## config.mk

```make
export PLATFORM = sky130hd
export DESIGN_NAME = sliding_window_mean_median_flat
export DESIGN_NICKNAME = d
export VERILOG_FILES = /design/src/rtl/core/swmm_pkg.sv /design/src/rtl/core/swmm_if.sv /design/src/rtl/core/swmm_div.sv /design/src/rtl/core/swmm_sort.sv /design/src/rtl/core/sliding_window_mean_median.sv /design/src/flat_wrapper.sv
export SDC_FILE = /design/constraint.sdc
export NUM_CORES = 2
export LEC_CHECK = 0
export BUFFER_PORTS_ARGS = -buffer_cell sky130_fd_sc_hd__buf_2
export CAP_MARGIN = 5
export CORE_ASPECT_RATIO = 0.5
export CORE_MARGIN = 2
export CORE_UTILIZATION = 40
export CTS_BUF_LIST = sky130_fd_sc_hd__clkbuf_8
export CTS_CLUSTER_SIZE = 30
export DETAILED_ROUTE_END_ITERATION = 10
export GPL_TIMING_DRIVEN = 0
export PLACE_DENSITY = 0.52
export SLEW_MARGIN = 20
export SYNTH_ARGS = -nofsm -noshare
export SYNTH_HDL_FRONTEND = slang
export SYNTH_SLANG_ARGS = --single-unit
export TNS_END_PERCENT = 1
```

## constraint.sdc

```tcl
create_clock -name clk -period 7.6 [get_ports clk]
set_input_delay 0.76 -clock clk [delete_from_list [all_inputs] [get_ports clk]]
set_output_delay 0.76 -clock clk [all_outputs]
set_load 0.1 [all_outputs]
```

## src/rtl/core/swmm_pkg.sv

```systemverilog
`timescale 1ns / 1ps
`default_nettype none
// ---------------------------------------------------------------------------
// swmm_pkg
// Shared types and constants for the sliding-window mean and median filter.
// ---------------------------------------------------------------------------
package swmm_pkg;

    // register file layout
    localparam int PADDR_W      = 3;
    localparam int PDATA_W      = 32;
    localparam int REG_ADDR_LSB = 2;
    localparam logic [0:0] REG_WINDOW_LENGTH = 1'b0;

    // field widths fixed by the register map and result format
    localparam int LEN_REG_W = 5;
    localparam int COUNT_W   = 5;
    localparam logic [LEN_REG_W-1:0] WINDOW_LENGTH_RESET = 5'd16;

    // top-level sequencer
    typedef enum logic [2:0] {
        TOP_IDLE,
        TOP_FETCH,
        TOP_RUN,
        TOP_WAIT,
        TOP_OUT
    } top_state_t;

    // sorted-list maintenance sequencer
    typedef enum logic [2:0] {
        SRT_IDLE,
        SRT_REM,
        SRT_INS,
        SRT_TAIL,
        SRT_MED_RD,
        SRT_MED_CAP,
        SRT_DONE
    } sort_state_t;

    // serial divider
    typedef enum logic [1:0] {
        DIV_IDLE,
        DIV_RUN,
        DIV_DONE
    } div_state_t;

    // command from the sequencer to the sorted-list unit
    typedef struct packed {
        logic start;
        logic remove;
    } sort_cmd_t;

endpackage
`default_nettype wire

```

## src/rtl/core/swmm_if.sv

```systemverilog
`timescale 1ns / 1ps
`default_nettype none
// ---------------------------------------------------------------------------
// swmm_if
// Valid/ready channels for samples in and filter results out.
// ---------------------------------------------------------------------------
interface swmm_in_if #(parameter int SAMPLE_BITS = 32);
    logic                   valid;
    logic                   ready;
    logic [SAMPLE_BITS-1:0] sample;

    modport source (output valid, output sample, input ready);
    modport sink   (input valid, input sample, output ready);
endinterface

interface swmm_out_if #(parameter int SAMPLE_BITS = 32);
    logic                   valid;
    logic                   ready;
    logic [SAMPLE_BITS-1:0] mean_value;
    logic [SAMPLE_BITS-1:0] median_value;
    logic                   window_full;
    logic [4:0]             valid_count;

    modport source (output valid, output mean_value, output median_value,
                    output window_full, output valid_count, input ready);
    modport sink   (input valid, input mean_value, input median_value,
                    input window_full, input valid_count, output ready);
endinterface
`default_nettype wire

```

## src/rtl/core/swmm_div.sv

```systemverilog
`timescale 1ns / 1ps
`default_nettype none
// ---------------------------------------------------------------------------
// swmm_div
// Restoring serial divider, one quotient bit per cycle.
// ---------------------------------------------------------------------------
module swmm_div #(
    parameter int DIVIDEND_W = 37,
    parameter int DIVISOR_W  = 5
) (
    input  logic                  clk,
    input  logic                  rst_n,
    input  logic                  start,
    input  logic [DIVIDEND_W-1:0] dividend,
    input  logic [DIVISOR_W-1:0]  divisor,
    output logic                  done,
    output logic [DIVIDEND_W-1:0] quotient
);
    import swmm_pkg::*;

    localparam int CNT_W = $clog2(DIVIDEND_W + 1);

    div_state_t             state_reg, state_next;
    logic [CNT_W-1:0]       cnt_reg, cnt_next;
    logic [DIVIDEND_W-1:0]  quot_reg, quot_next;
    logic [DIVISOR_W-1:0]   rem_reg, rem_next;
    logic [DIVISOR_W-1:0]   dvsr_reg, dvsr_next;
    logic [DIVISOR_W:0]     rem_shift;
    logic [DIVISOR_W:0]     rem_diff;
    logic                   rem_ge;

    // one restoring step
    assign rem_shift = {rem_reg, quot_reg[DIVIDEND_W-1]};
    assign rem_ge    = (rem_shift >= {1'b0, dvsr_reg});
    assign rem_diff  = rem_shift - {1'b0, dvsr_reg};

    // sequencer
    always_comb
    begin
        state_next = state_reg;
        cnt_next   = cnt_reg;
        quot_next  = quot_reg;
        rem_next   = rem_reg;
        dvsr_next  = dvsr_reg;
        unique case (state_reg)
            DIV_IDLE, DIV_DONE:
            begin
                if (start)
                begin
                    quot_next  = dividend;
                    rem_next   = '0;
                    dvsr_next  = divisor;
                    cnt_next   = CNT_W'(DIVIDEND_W);
                    state_next = DIV_RUN;
                end
            end
            DIV_RUN:
            begin
                quot_next = {quot_reg[DIVIDEND_W-2:0], rem_ge};
                rem_next  = rem_ge ? rem_diff[DIVISOR_W-1:0] : rem_shift[DIVISOR_W-1:0];
                cnt_next  = cnt_reg - 1'b1;
                if (cnt_reg == CNT_W'(1))
                begin
                    state_next = DIV_DONE;
                end
            end
            default:
            begin
                state_next = DIV_IDLE;
            end
        endcase
    end

    // control registers
    always_ff @(posedge clk or negedge rst_n)
    begin
        if (!rst_n)
        begin
            state_reg <= DIV_IDLE;
            cnt_reg   <= '0;
        end
        else
        begin
            state_reg <= state_next;
            cnt_reg   <= cnt_next;
        end
    end

    // datapath registers
    always_ff @(posedge clk)
    begin
        quot_reg <= quot_next;
        rem_reg  <= rem_next;
        dvsr_reg <= dvsr_next;
    end

    assign done     = (state_reg == DIV_DONE);
    assign quotient = quot_reg;

endmodule
`default_nettype wire

```

## src/rtl/core/swmm_sort.sv

```systemverilog
`timescale 1ns / 1ps
`default_nettype none
// ---------------------------------------------------------------------------
// swmm_sort
// Keeps the valid samples in ascending order in a small memory. Per sample:
// an optional pass that drops the overwritten value, an insertion pass for
// the new value, then one read of the middle entry.
// ---------------------------------------------------------------------------
module swmm_sort #(
    parameter int MAX_WINDOW  = 16,
    parameter int SAMPLE_BITS = 32
) (
    input  logic                                  clk,
    input  logic                                  rst_n,
    input  swmm_pkg::sort_cmd_t                   cmd,
    input  logic [SAMPLE_BITS-1:0]                old_value,
    input  logic [SAMPLE_BITS-1:0]                new_value,
    input  logic [$clog2(MAX_WINDOW+1)-1:0]       count_before,
    output logic                                  done,
    output logic [SAMPLE_BITS-1:0]                median
);
    import swmm_pkg::*;

    localparam int LEN_W = $clog2(MAX_WINDOW + 1);
    localparam int IDX_W = $clog2(MAX_WINDOW);

    sort_state_t            state_reg, state_next;
    logic [LEN_W-1:0]       rd_cnt_reg, rd_cnt_next;
    logic [LEN_W-1:0]       pr_cnt_reg, pr_cnt_next;
    logic [LEN_W-1:0]       len_reg, len_next;
    logic                   pend_reg, pend_next;
    logic                   found_reg, found_next;
    logic [SAMPLE_BITS-1:0] hold_reg, hold_next;
    logic [SAMPLE_BITS-1:0] median_reg, median_next;

    logic [SAMPLE_BITS-1:0] mem [MAX_WINDOW];
    logic [SAMPLE_BITS-1:0] rdata_reg;
    logic [IDX_W-1:0]       raddr;
    logic [IDX_W-1:0]       waddr;
    logic [SAMPLE_BITS-1:0] wdata;
    logic                   we;

    logic [LEN_W-1:0]       pr_prev;
    logic [LEN_W-1:0]       med_idx;
    logic                   in_pass;
    logic                   pass_end;

    assign pr_prev  = pr_cnt_reg - 1'b1;
    assign med_idx  = len_reg >> 1;
    assign in_pass  = (state_reg == SRT_REM) || (state_reg == SRT_INS);
    assign pass_end = !pend_reg && (rd_cnt_reg == len_reg);

    // sorted-list memory, read-first
    always_ff @(posedge clk)
    begin
        if (we)
        begin
            mem[waddr] <= wdata;
        end
        rdata_reg <= mem[raddr];
    end

    // sequencer
    always_comb
    begin
        state_next  = state_reg;
        rd_cnt_next = rd_cnt_reg;
        pr_cnt_next = pr_cnt_reg;
        len_next    = len_reg;
        pend_next   = pend_reg;
        found_next  = found_reg;
        hold_next   = hold_reg;
        median_next = median_reg;
        raddr       = '0;
        waddr       = '0;
        wdata       = hold_reg;
        we          = 1'b0;

        // read stream shared by both passes
        if (in_pass)
        begin
            if (rd_cnt_reg != len_reg)
            begin
                raddr       = rd_cnt_reg[IDX_W-1:0];
                rd_cnt_next = rd_cnt_reg + 1'b1;
                pend_next   = 1'b1;
            end
            else
            begin
                pend_next = 1'b0;
            end
            if (pend_reg)
            begin
                pr_cnt_next = pr_cnt_reg + 1'b1;
            end
        end

        unique case (state_reg)
            SRT_IDLE, SRT_DONE:
            begin
                if (cmd.start)
                begin
                    hold_next   = new_value;
                    len_next    = count_before;
                    rd_cnt_next = '0;
                    pr_cnt_next = '0;
                    pend_next   = 1'b0;
                    found_next  = 1'b0;
                    state_next  = cmd.remove ? SRT_REM : SRT_INS;
                end
            end
            // drop the first copy of the old value, close the gap
            SRT_REM:
            begin
                if (pend_reg)
                begin
                    if (found_reg)
                    begin
                        we    = 1'b1;
                        waddr = pr_prev[IDX_W-1:0];
                        wdata = rdata_reg;
                    end
                    else if (rdata_reg == old_value)
                    begin
                        found_next = 1'b1;
                    end
                end
                if (pass_end)
                begin
                    len_next    = len_reg - 1'b1;
                    rd_cnt_next = '0;
                    pr_cnt_next = '0;
                    pend_next   = 1'b0;
                    state_next  = SRT_INS;
                end
            end
            // carry the new value upward, swapping past larger entries
            SRT_INS:
            begin
                if (pend_reg && (rdata_reg > hold_reg))
                begin
                    we        = 1'b1;
                    waddr     = pr_cnt_reg[IDX_W-1:0];
                    wdata     = hold_reg;
                    hold_next = rdata_reg;
                end
                if (pass_end)
                begin
                    state_next = SRT_TAIL;
                end
            end
            SRT_TAIL:
            begin
                we         = 1'b1;
                waddr      = len_reg[IDX_W-1:0];
                wdata      = hold_reg;
                len_next   = len_reg + 1'b1;
                state_next = SRT_MED_RD;
            end
            SRT_MED_RD:
            begin
                raddr      = med_idx[IDX_W-1:0];
                state_next = SRT_MED_CAP;
            end
            SRT_MED_CAP:
            begin
                median_next = rdata_reg;
                state_next  = SRT_DONE;
            end
            default:
            begin
                state_next = SRT_IDLE;
            end
        endcase
    end

    // control registers
    always_ff @(posedge clk or negedge rst_n)
    begin
        if (!rst_n)
        begin
            state_reg  <= SRT_IDLE;
            rd_cnt_reg <= '0;
            pr_cnt_reg <= '0;
            len_reg    <= '0;
            pend_reg   <= 1'b0;
            found_reg  <= 1'b0;
        end
        else
        begin
            state_reg  <= state_next;
            rd_cnt_reg <= rd_cnt_next;
            pr_cnt_reg <= pr_cnt_next;
            len_reg    <= len_next;
            pend_reg   <= pend_next;
            found_reg  <= found_next;
        end
    end

    // payload registers
    always_ff @(posedge clk)
    begin
        hold_reg   <= hold_next;
        median_reg <= median_next;
    end

    assign done   = (state_reg == SRT_DONE);
    assign median = median_reg;

endmodule
`default_nettype wire

```

## src/rtl/core/sliding_window_mean_median.sv

```systemverilog
`timescale 1ns / 1ps
`default_nettype none
// ---------------------------------------------------------------------------
// sliding_window_mean_median
// Moving average and moving median over a circular window of samples.
// ---------------------------------------------------------------------------
// Usage:
//   samples : one unsigned sample per beat (valid/ready).
//   results : one beat per sample with the truncated mean, the upper median,
//             the window-full flag and the number of valid samples.
//   APB     : register 0 (byte address 0) is window_length; a write restarts
//             the window (count, write slot and running sum cleared).
// Sequence: a sample takes a fetch state and a start state, then waits for
// both the serial divider (one quotient bit per cycle) and the sorted-list
// update (one memory read per cycle; longer once the window is full, shorter
// while it fills), then an output state, and the filter returns to idle.
// One sample is in flight at a time; ready is high only while idle.
// Reset: window_length returns to 16, the window is empty, no result pending.
// A stalled receiver holds the finished result in the output register; the
// next sample can still be taken and processed, and waits for that slot.
// ---------------------------------------------------------------------------
module sliding_window_mean_median #(
    parameter int MAX_WINDOW  = 16,
    parameter int SAMPLE_BITS = 32
) (
    input  logic                           clk,
    input  logic                           rst_n,
    input  logic                           psel,
    input  logic                           penable,
    input  logic                           pwrite,
    input  logic [swmm_pkg::PADDR_W-1:0]   paddr,
    input  logic [swmm_pkg::PDATA_W-1:0]   pwdata,
    output logic [swmm_pkg::PDATA_W-1:0]   prdata,
    output logic                           pready,
    swmm_in_if.sink                        samples,
    swmm_out_if.source                     results
);
    import swmm_pkg::*;

    localparam int LEN_W = $clog2(MAX_WINDOW + 1);
    localparam int IDX_W = $clog2(MAX_WINDOW);
    localparam int SUM_W = SAMPLE_BITS + LEN_W;

    top_state_t             state_reg, state_next;
    logic [LEN_REG_W-1:0]   wl_reg, wl_next;
    logic [IDX_W-1:0]       wp_reg, wp_next;
    logic [LEN_W-1:0]       fc_reg, fc_next;
    logic [SUM_W-1:0]       sum_reg, sum_next;
    logic [SAMPLE_BITS-1:0] sample_reg, sample_next;
    logic [SAMPLE_BITS-1:0] old_reg, old_next;
    logic                   full_before_reg, full_before_next;
    logic [LEN_W-1:0]       n_before_reg, n_before_next;
    logic                   out_valid_reg, out_valid_next;
    logic [SAMPLE_BITS-1:0] mean_reg;
    logic [SAMPLE_BITS-1:0] median_reg;
    logic                   full_out_reg;
    logic [COUNT_W-1:0]     count_out_reg;

    logic [SAMPLE_BITS-1:0] store_mem [MAX_WINDOW];
    logic [SAMPLE_BITS-1:0] store_rdata_reg;
    logic                   store_we;

    logic [LEN_W-1:0]       len;
    logic [IDX_W-1:0]       wp_eff;
    logic [LEN_W-1:0]       wp_plus;
    logic                   full_now;
    logic                   cfg_we;
    logic [0:0]             reg_idx;
    logic                   in_beat;
    logic                   out_beat;
    logic                   out_load;

    sort_cmd_t              sort_cmd;
    logic                   sort_done;
    logic [SAMPLE_BITS-1:0] sort_median;
    logic                   div_start;
    logic                   div_done;
    logic [SUM_W-1:0]       quotient;

    // register port
    assign reg_idx = paddr[PADDR_W-1:REG_ADDR_LSB];
    assign cfg_we  = psel && penable && pwrite;
    assign pready  = 1'b1;
    assign prdata  = (reg_idx == REG_WINDOW_LENGTH) ? PDATA_W'(wl_reg) : '0;

    // effective window length, clamped to 1..MAX_WINDOW
    always_comb
    begin
        if (wl_reg == '0)
        begin
            len = LEN_W'(1);
        end
        else if (int'(wl_reg) > MAX_WINDOW)
        begin
            len = LEN_W'(MAX_WINDOW);
        end
        else
        begin
            len = LEN_W'(wl_reg);
        end
    end

    // write slot and fill status
    assign wp_eff   = (LEN_W'(wp_reg) >= len) ? '0 : wp_reg;
    assign wp_plus  = LEN_W'(wp_eff) + 1'b1;
    assign full_now = (fc_reg >= len);

    // handshakes
    assign in_beat       = samples.valid && samples.ready;
    assign out_beat      = results.valid && results.ready;
    assign samples.ready = (state_reg == TOP_IDLE);
    assign out_load      = (state_reg == TOP_OUT) && (!out_valid_reg || results.ready);

    // sample window memory
    always_ff @(posedge clk)
    begin
        if (store_we)
        begin
            store_mem[wp_eff] <= sample_reg;
        end
        store_rdata_reg <= store_mem[wp_eff];
    end

    // sequencer
    always_comb
    begin
        state_next       = state_reg;
        wl_next          = wl_reg;
        wp_next          = wp_reg;
        fc_next          = fc_reg;
        sum_next         = sum_reg;
        sample_next      = sample_reg;
        old_next         = old_reg;
        full_before_next = full_before_reg;
        n_before_next    = n_before_reg;
        store_we         = 1'b0;
        sort_cmd.start   = 1'b0;
        sort_cmd.remove  = full_before_reg;
        div_start        = 1'b0;

        unique case (state_reg)
            TOP_IDLE:
            begin
                if (in_beat)
                begin
                    sample_next = samples.sample;
                    state_next  = TOP_FETCH;
                end
            end
            // old slot value is out of memory: write the new one, update sum
            TOP_FETCH:
            begin
                store_we         = 1'b1;
                old_next         = store_rdata_reg;
                full_before_next = full_now;
                n_before_next    = fc_reg;
                fc_next          = full_now ? len : (fc_reg + 1'b1);
                wp_next          = (wp_plus >= len) ? '0 : wp_plus[IDX_W-1:0];
                sum_next         = sum_reg + SUM_W'(sample_reg)
                                   - (full_now ? SUM_W'(store_rdata_reg) : '0);
                state_next       = TOP_RUN;
            end
            TOP_RUN:
            begin
                sort_cmd.start = 1'b1;
                div_start      = 1'b1;
                state_next     = TOP_WAIT;
            end
            TOP_WAIT:
            begin
                if (sort_done && div_done)
                begin
                    state_next = TOP_OUT;
                end
            end
            TOP_OUT:
            begin
                if (out_load)
                begin
                    state_next = TOP_IDLE;
                end
            end
            default:
            begin
                state_next = TOP_IDLE;
            end
        endcase

        // a length write restarts the window
        if (cfg_we && (reg_idx == REG_WINDOW_LENGTH))
        begin
            wl_next  = pwdata[LEN_REG_W-1:0];
            wp_next  = '0;
            fc_next  = '0;
            sum_next = '0;
        end
    end

    // output valid
    always_comb
    begin
        out_valid_next = out_valid_reg;
        if (out_beat)
        begin
            out_valid_next = 1'b0;
        end
        if (out_load)
        begin
            out_valid_next = 1'b1;
        end
    end

    // control registers
    always_ff @(posedge clk or negedge rst_n)
    begin
        if (!rst_n)
        begin
            state_reg       <= TOP_IDLE;
            wl_reg          <= WINDOW_LENGTH_RESET;
            wp_reg          <= '0;
            fc_reg          <= '0;
            sum_reg         <= '0;
            full_before_reg <= 1'b0;
            n_before_reg    <= '0;
            out_valid_reg   <= 1'b0;
        end
        else
        begin
            state_reg       <= state_next;
            wl_reg          <= wl_next;
            wp_reg          <= wp_next;
            fc_reg          <= fc_next;
            sum_reg         <= sum_next;
            full_before_reg <= full_before_next;
            n_before_reg    <= n_before_next;
            out_valid_reg   <= out_valid_next;
        end
    end

    // payload registers
    always_ff @(posedge clk)
    begin
        sample_reg <= sample_next;
        old_reg    <= old_next;
        if (out_load)
        begin
            mean_reg      <= quotient[SAMPLE_BITS-1:0];
            median_reg    <= sort_median;
            full_out_reg  <= (fc_reg == len);
            count_out_reg <= COUNT_W'(fc_reg);
        end
    end

    // mean: running sum over valid count
    swmm_div #(
        .DIVIDEND_W (SUM_W),
        .DIVISOR_W  (LEN_W)
    ) u_div (
        .clk      (clk),
        .rst_n    (rst_n),
        .start    (div_start),
        .dividend (sum_reg),
        .divisor  (fc_reg),
        .done     (div_done),
        .quotient (quotient)
    );

    // median: sorted copy of the window
    swmm_sort #(
        .MAX_WINDOW  (MAX_WINDOW),
        .SAMPLE_BITS (SAMPLE_BITS)
    ) u_sort (
        .clk          (clk),
        .rst_n        (rst_n),
        .cmd          (sort_cmd),
        .old_value    (old_reg),
        .new_value    (sample_reg),
        .count_before (n_before_reg),
        .done         (sort_done),
        .median       (sort_median)
    );

    // result channel
    assign results.valid        = out_valid_reg;
    assign results.mean_value   = mean_reg;
    assign results.median_value = median_reg;
    assign results.window_full  = full_out_reg;
    assign results.valid_count  = count_out_reg;

    // checks
    a_count_in_range: assert property (@(posedge clk) disable iff (!rst_n)
        fc_reg <= len)
        else $error("valid count exceeds window length");

    a_load_after_units: assert property (@(posedge clk) disable iff (!rst_n)
        out_load |-> (sort_done && div_done))
        else $error("result loaded before divider and sort finished");

    a_mean_fits: assert property (@(posedge clk) disable iff (!rst_n)
        div_done |-> (quotient[SUM_W-1:SAMPLE_BITS] == '0))
        else $error("mean wider than a sample");

    a_restart_on_write: assert property (@(posedge clk) disable iff (!rst_n)
        (cfg_we && (reg_idx == REG_WINDOW_LENGTH)) |=> (fc_reg == '0))
        else $error("window not restarted after length write");

endmodule
`default_nettype wire

```

## src/flat_wrapper.sv

```systemverilog
// flat-port wrapper written by rule: the top's interface ports become plain ports
module sliding_window_mean_median_flat import swmm_pkg::*;
#(
    parameter int MAX_WINDOW  = 16,
    parameter int SAMPLE_BITS = 32
)
  (clk, rst_n, psel, penable, pwrite, paddr, pwdata, prdata, pready, samples_valid, samples_sample, samples_ready, results_valid, results_mean_value, results_median_value, results_window_full, results_valid_count, results_ready);
  swmm_in_if #(.SAMPLE_BITS(SAMPLE_BITS)) samples_i ();
  swmm_out_if #(.SAMPLE_BITS(SAMPLE_BITS)) results_i ();
  input  logic clk;
  input  logic rst_n;
  input  logic psel;
  input  logic penable;
  input  logic pwrite;
  input  logic [swmm_pkg::PADDR_W-1:0] paddr;
  input  logic [swmm_pkg::PDATA_W-1:0] pwdata;
  output logic [swmm_pkg::PDATA_W-1:0] prdata;
  output logic pready;
  input wire logic [$bits(samples_i.valid)-1:0] samples_valid;
  input wire logic [$bits(samples_i.sample)-1:0] samples_sample;
  output wire logic [$bits(samples_i.ready)-1:0] samples_ready;
  output wire logic [$bits(results_i.valid)-1:0] results_valid;
  output wire logic [$bits(results_i.mean_value)-1:0] results_mean_value;
  output wire logic [$bits(results_i.median_value)-1:0] results_median_value;
  output wire logic [$bits(results_i.window_full)-1:0] results_window_full;
  output wire logic [$bits(results_i.valid_count)-1:0] results_valid_count;
  input wire logic [$bits(results_i.ready)-1:0] results_ready;
  assign samples_i.valid = samples_valid;
  assign samples_i.sample = samples_sample;
  assign samples_ready = samples_i.ready;
  assign results_valid = results_i.valid;
  assign results_mean_value = results_i.mean_value;
  assign results_median_value = results_i.median_value;
  assign results_window_full = results_i.window_full;
  assign results_valid_count = results_i.valid_count;
  assign results_i.ready = results_ready;
  sliding_window_mean_median #(.MAX_WINDOW(MAX_WINDOW), .SAMPLE_BITS(SAMPLE_BITS)) u_core (.clk(clk), .rst_n(rst_n), .psel(psel), .penable(penable), .pwrite(pwrite), .paddr(paddr), .pwdata(pwdata), .prdata(prdata), .pready(pready), .samples(samples_i), .results(results_i));
endmodule
```

==> flow_summary.ini <==
[synth]
synth_top_area_cell = edfxtp_1
synth_ff_type = edfxtp_1
ys_types = 78
synth_cells = 4115
ys_ff_latch = 1421
synth_edf_count = 1269
syn_area_per_cell_um2 = 14.38
async_flop_share_pct = 6.193
syn_area_um2 = 59190
synth.most_common_cell = edfxtp_1
synth.top_cell.area_share_pct = 64.38
yosysWarnings = 0
synth-seq-area-share_pct = 70.27
netlist_top_cells_count = edfxtp_1 (1269), nand2_1 (365), mux2i_1 (259)
synth_area_leaders = edfxtp_1 (64%), mux2i_1 (4.4%), dfrtp_1 (3.7%)

[global_route]
antenna_found_initial = 3
grt.busiest_layer = met2
grt_pass1_wl_mm = 239.9
grt_pass1_vias = 36050
grt_util_met3_pct = 3.918
grt_use_met2_pct = 34.84
overflow = 0
met1_usage_pct = 29.48
grt_max_degree = 47
gr-usage-all-layers_pct = 21.65

[clock_network]
cts_root_buffer = clkbuf_8
cts_buffers = 204
cts-resized-gates = 0
cts.sink_count = 1421
clk_pin_slew_ns = 0.07
clk_path_buf_depth = 3
htree_levels = 4
clock_latency_ns = 0.95
cts_tree = yes

[sta]
fmax_mhz = 159.4
hold_violations = 0
worstMarginPinSlew_ns = 1.151
setup_viol_count_final = 0
min_period_ns = 6.272
slew_violations = 0
finalCritPeriodShare_pct = 82.52
setup_slack_ns = 1.328
rsz0062_at_grt = no
finClkSkew_ns = 0.05113
max_slew_margin_pct = 23.30

[finish]
drive_gt1_share_pct = 13.38
instances_no_fill = 6720
top_regs = u_core.store_mem: 512 flops, u_core.u_sort.mem: 512 flops
final_nets = 4793
area_growth_pct = 15.34

[floorplanning]
num_io_pins = 179
coreArea_um2 = 146300
row_count = 99
start_util_pct = 40.46
dieHeight_um = 276.0
die_w_um = 548.0
die-area_um2 = 151300

[setup_path]
criticalPathCategory = reg2reg
crit_arrival_ns = 7.05
worst_setup_path_end_kind = flop
required_ns = 8.38
cp_max_fo = 10
start_kind = flop

[detailed_routing]
drtPass1Iterations = 5
wl_per_cell_um = 24.74
first_iter_violations = 3133
vias = 35900
ant_nets = 0
drt-vias-per-instance = 5.343
routed_wl_mm = 166.2
drc = 0

[place]
portBuffers = 121
placed_cells = 6306
gp_congestion = 0.8663
pre_cts_ws_ns = 1.393
hpwl_mm = 117.8

[power_and_ir_drop]
powerDensity_nw_per_um2 = 351.4
vdd_ir_drop_max_mv = 0.2179
p_leak_nw = 23.65

[min_path]
hold_class = in2reg

[job]
drv_cap = 0

[run_status]
status = completed
[critical path, cell delays in order, from the launching register on]
cell	delay (ns)
dfstp_2	0.61
inv_2	0.14
nand2_1	0.22
ha_1	0.29
a21o_1	0.19
a21o_1	0.17
a221o_1	0.34
clkbuf_1	0.34
clkbuf_1	0.35
and2_1	0.25
fa_1	0.48
inv_1	0.05
ha_1	0.26
clkbuf_1	0.27
o21a_1	0.19
o211ai_1	0.15
a2111oi_2	0.53
nor3_1	0.12
o311ai_1	0.71
nor2_1	0.15
mux2i_1	0.21
o21ai_0	0.09
[final cells by class]
type                       count  area, µm²
inverter                     197      739.5
antenna                        4      10.01
timing repair buffer         233       2381
fill                       12930      78020
multi-input combinational   2278      16060
sequential                  1421      41590
buffer                       245       1194
clock inverter               154      815.8
clock buffer                 219       3014
tap                         1969       2464
[kinds of logic after synthesis]
kind of cell / after synthesis / share of synthesized area, %
DFF: 1421 / 70.27
and+or+nand+nor: 887 / 7.213
AOI/OAI and AO/OA: 845 / 9.548
buffers and inverters: 442 / 3.264
muxes: 299 / 5.141
adders and majority gates: 139 / 3.370
xor gates and xnor gates: 80 / 1.184
other: 2 / 0.01269
[metal layers]
| layer | vias to the layer above | share of wire (%) |
|---|---|---|
| met5 | - | 0 |
| met3 | 265 | 6.1 |
| met2 | 1105 | 47 |
| li1 | 16490 | - |
| met1 | 18040 | 44 |
| met4 | 0 | 3.0 |
[final timing paths]
check	end	startpoint	slack (ns)	cells past startpoint
worst min register to register	u_core.results.median_value[9]	u_core.u_sort.median[9]	0.42	0
worst max register to register	u_core.sum_reg[30]	u_core.wl_reg[4]	1.33	21
worst max-delay path	u_core.sum_reg[30]	u_core.wl_reg[4]	1.33	21
min in group asynchronous	u_core.wl_reg[0]	rst_n	0.33	2
max in group asynchronous	u_core.sum_reg[12]	rst_n	6.62	3
worst min-delay path	u_core.wl_reg[4]	pwdata[4]	0.09	3
[stage by stage]
step	util [%]	power (mW)	TNS (ns)	hold slack (ns)	instance area [µm²]
final	46.67	23.99	0	0.08786	68270
after global routing	46.66	25.29	0	0.08407	68260
after CTS	46.66	24.07	0	0.006234	68260
after detailed placement	43.79	18.21	0	0.4081	64060
after global placement	42.63	18.04	-88.70	0.4070	62360
after floorplan	-	15.31	0	0.4000	59290
[report_power, final]
part           internal, mW  switching (mW)  total [mW]
Clock                  2.81            3.03        5.83
Combinational          2.98            5.36        8.34
Sequential             9.22           0.591        9.81
Total                  15.0            8.98        24.0
[what timing repair did]
action,4_1_cts,5_1_grt
setup buffers,0,0
hold buffers,37,0
endpoints found under the hold margin,80,0
[cells in the final DEF (no fill, tap or decap), types with 104 or more instances in the layout]
cell	n
and2_1	104
buf_2	150
clkbuf_1	149
clkbuf_8	219
edfxtp_1	1269
ha_1	105
inv_1	257
mux2i_1	259
nand2_1	363
o21ai_0	158
No activity file was read; power rests on OpenSTA's default activity.
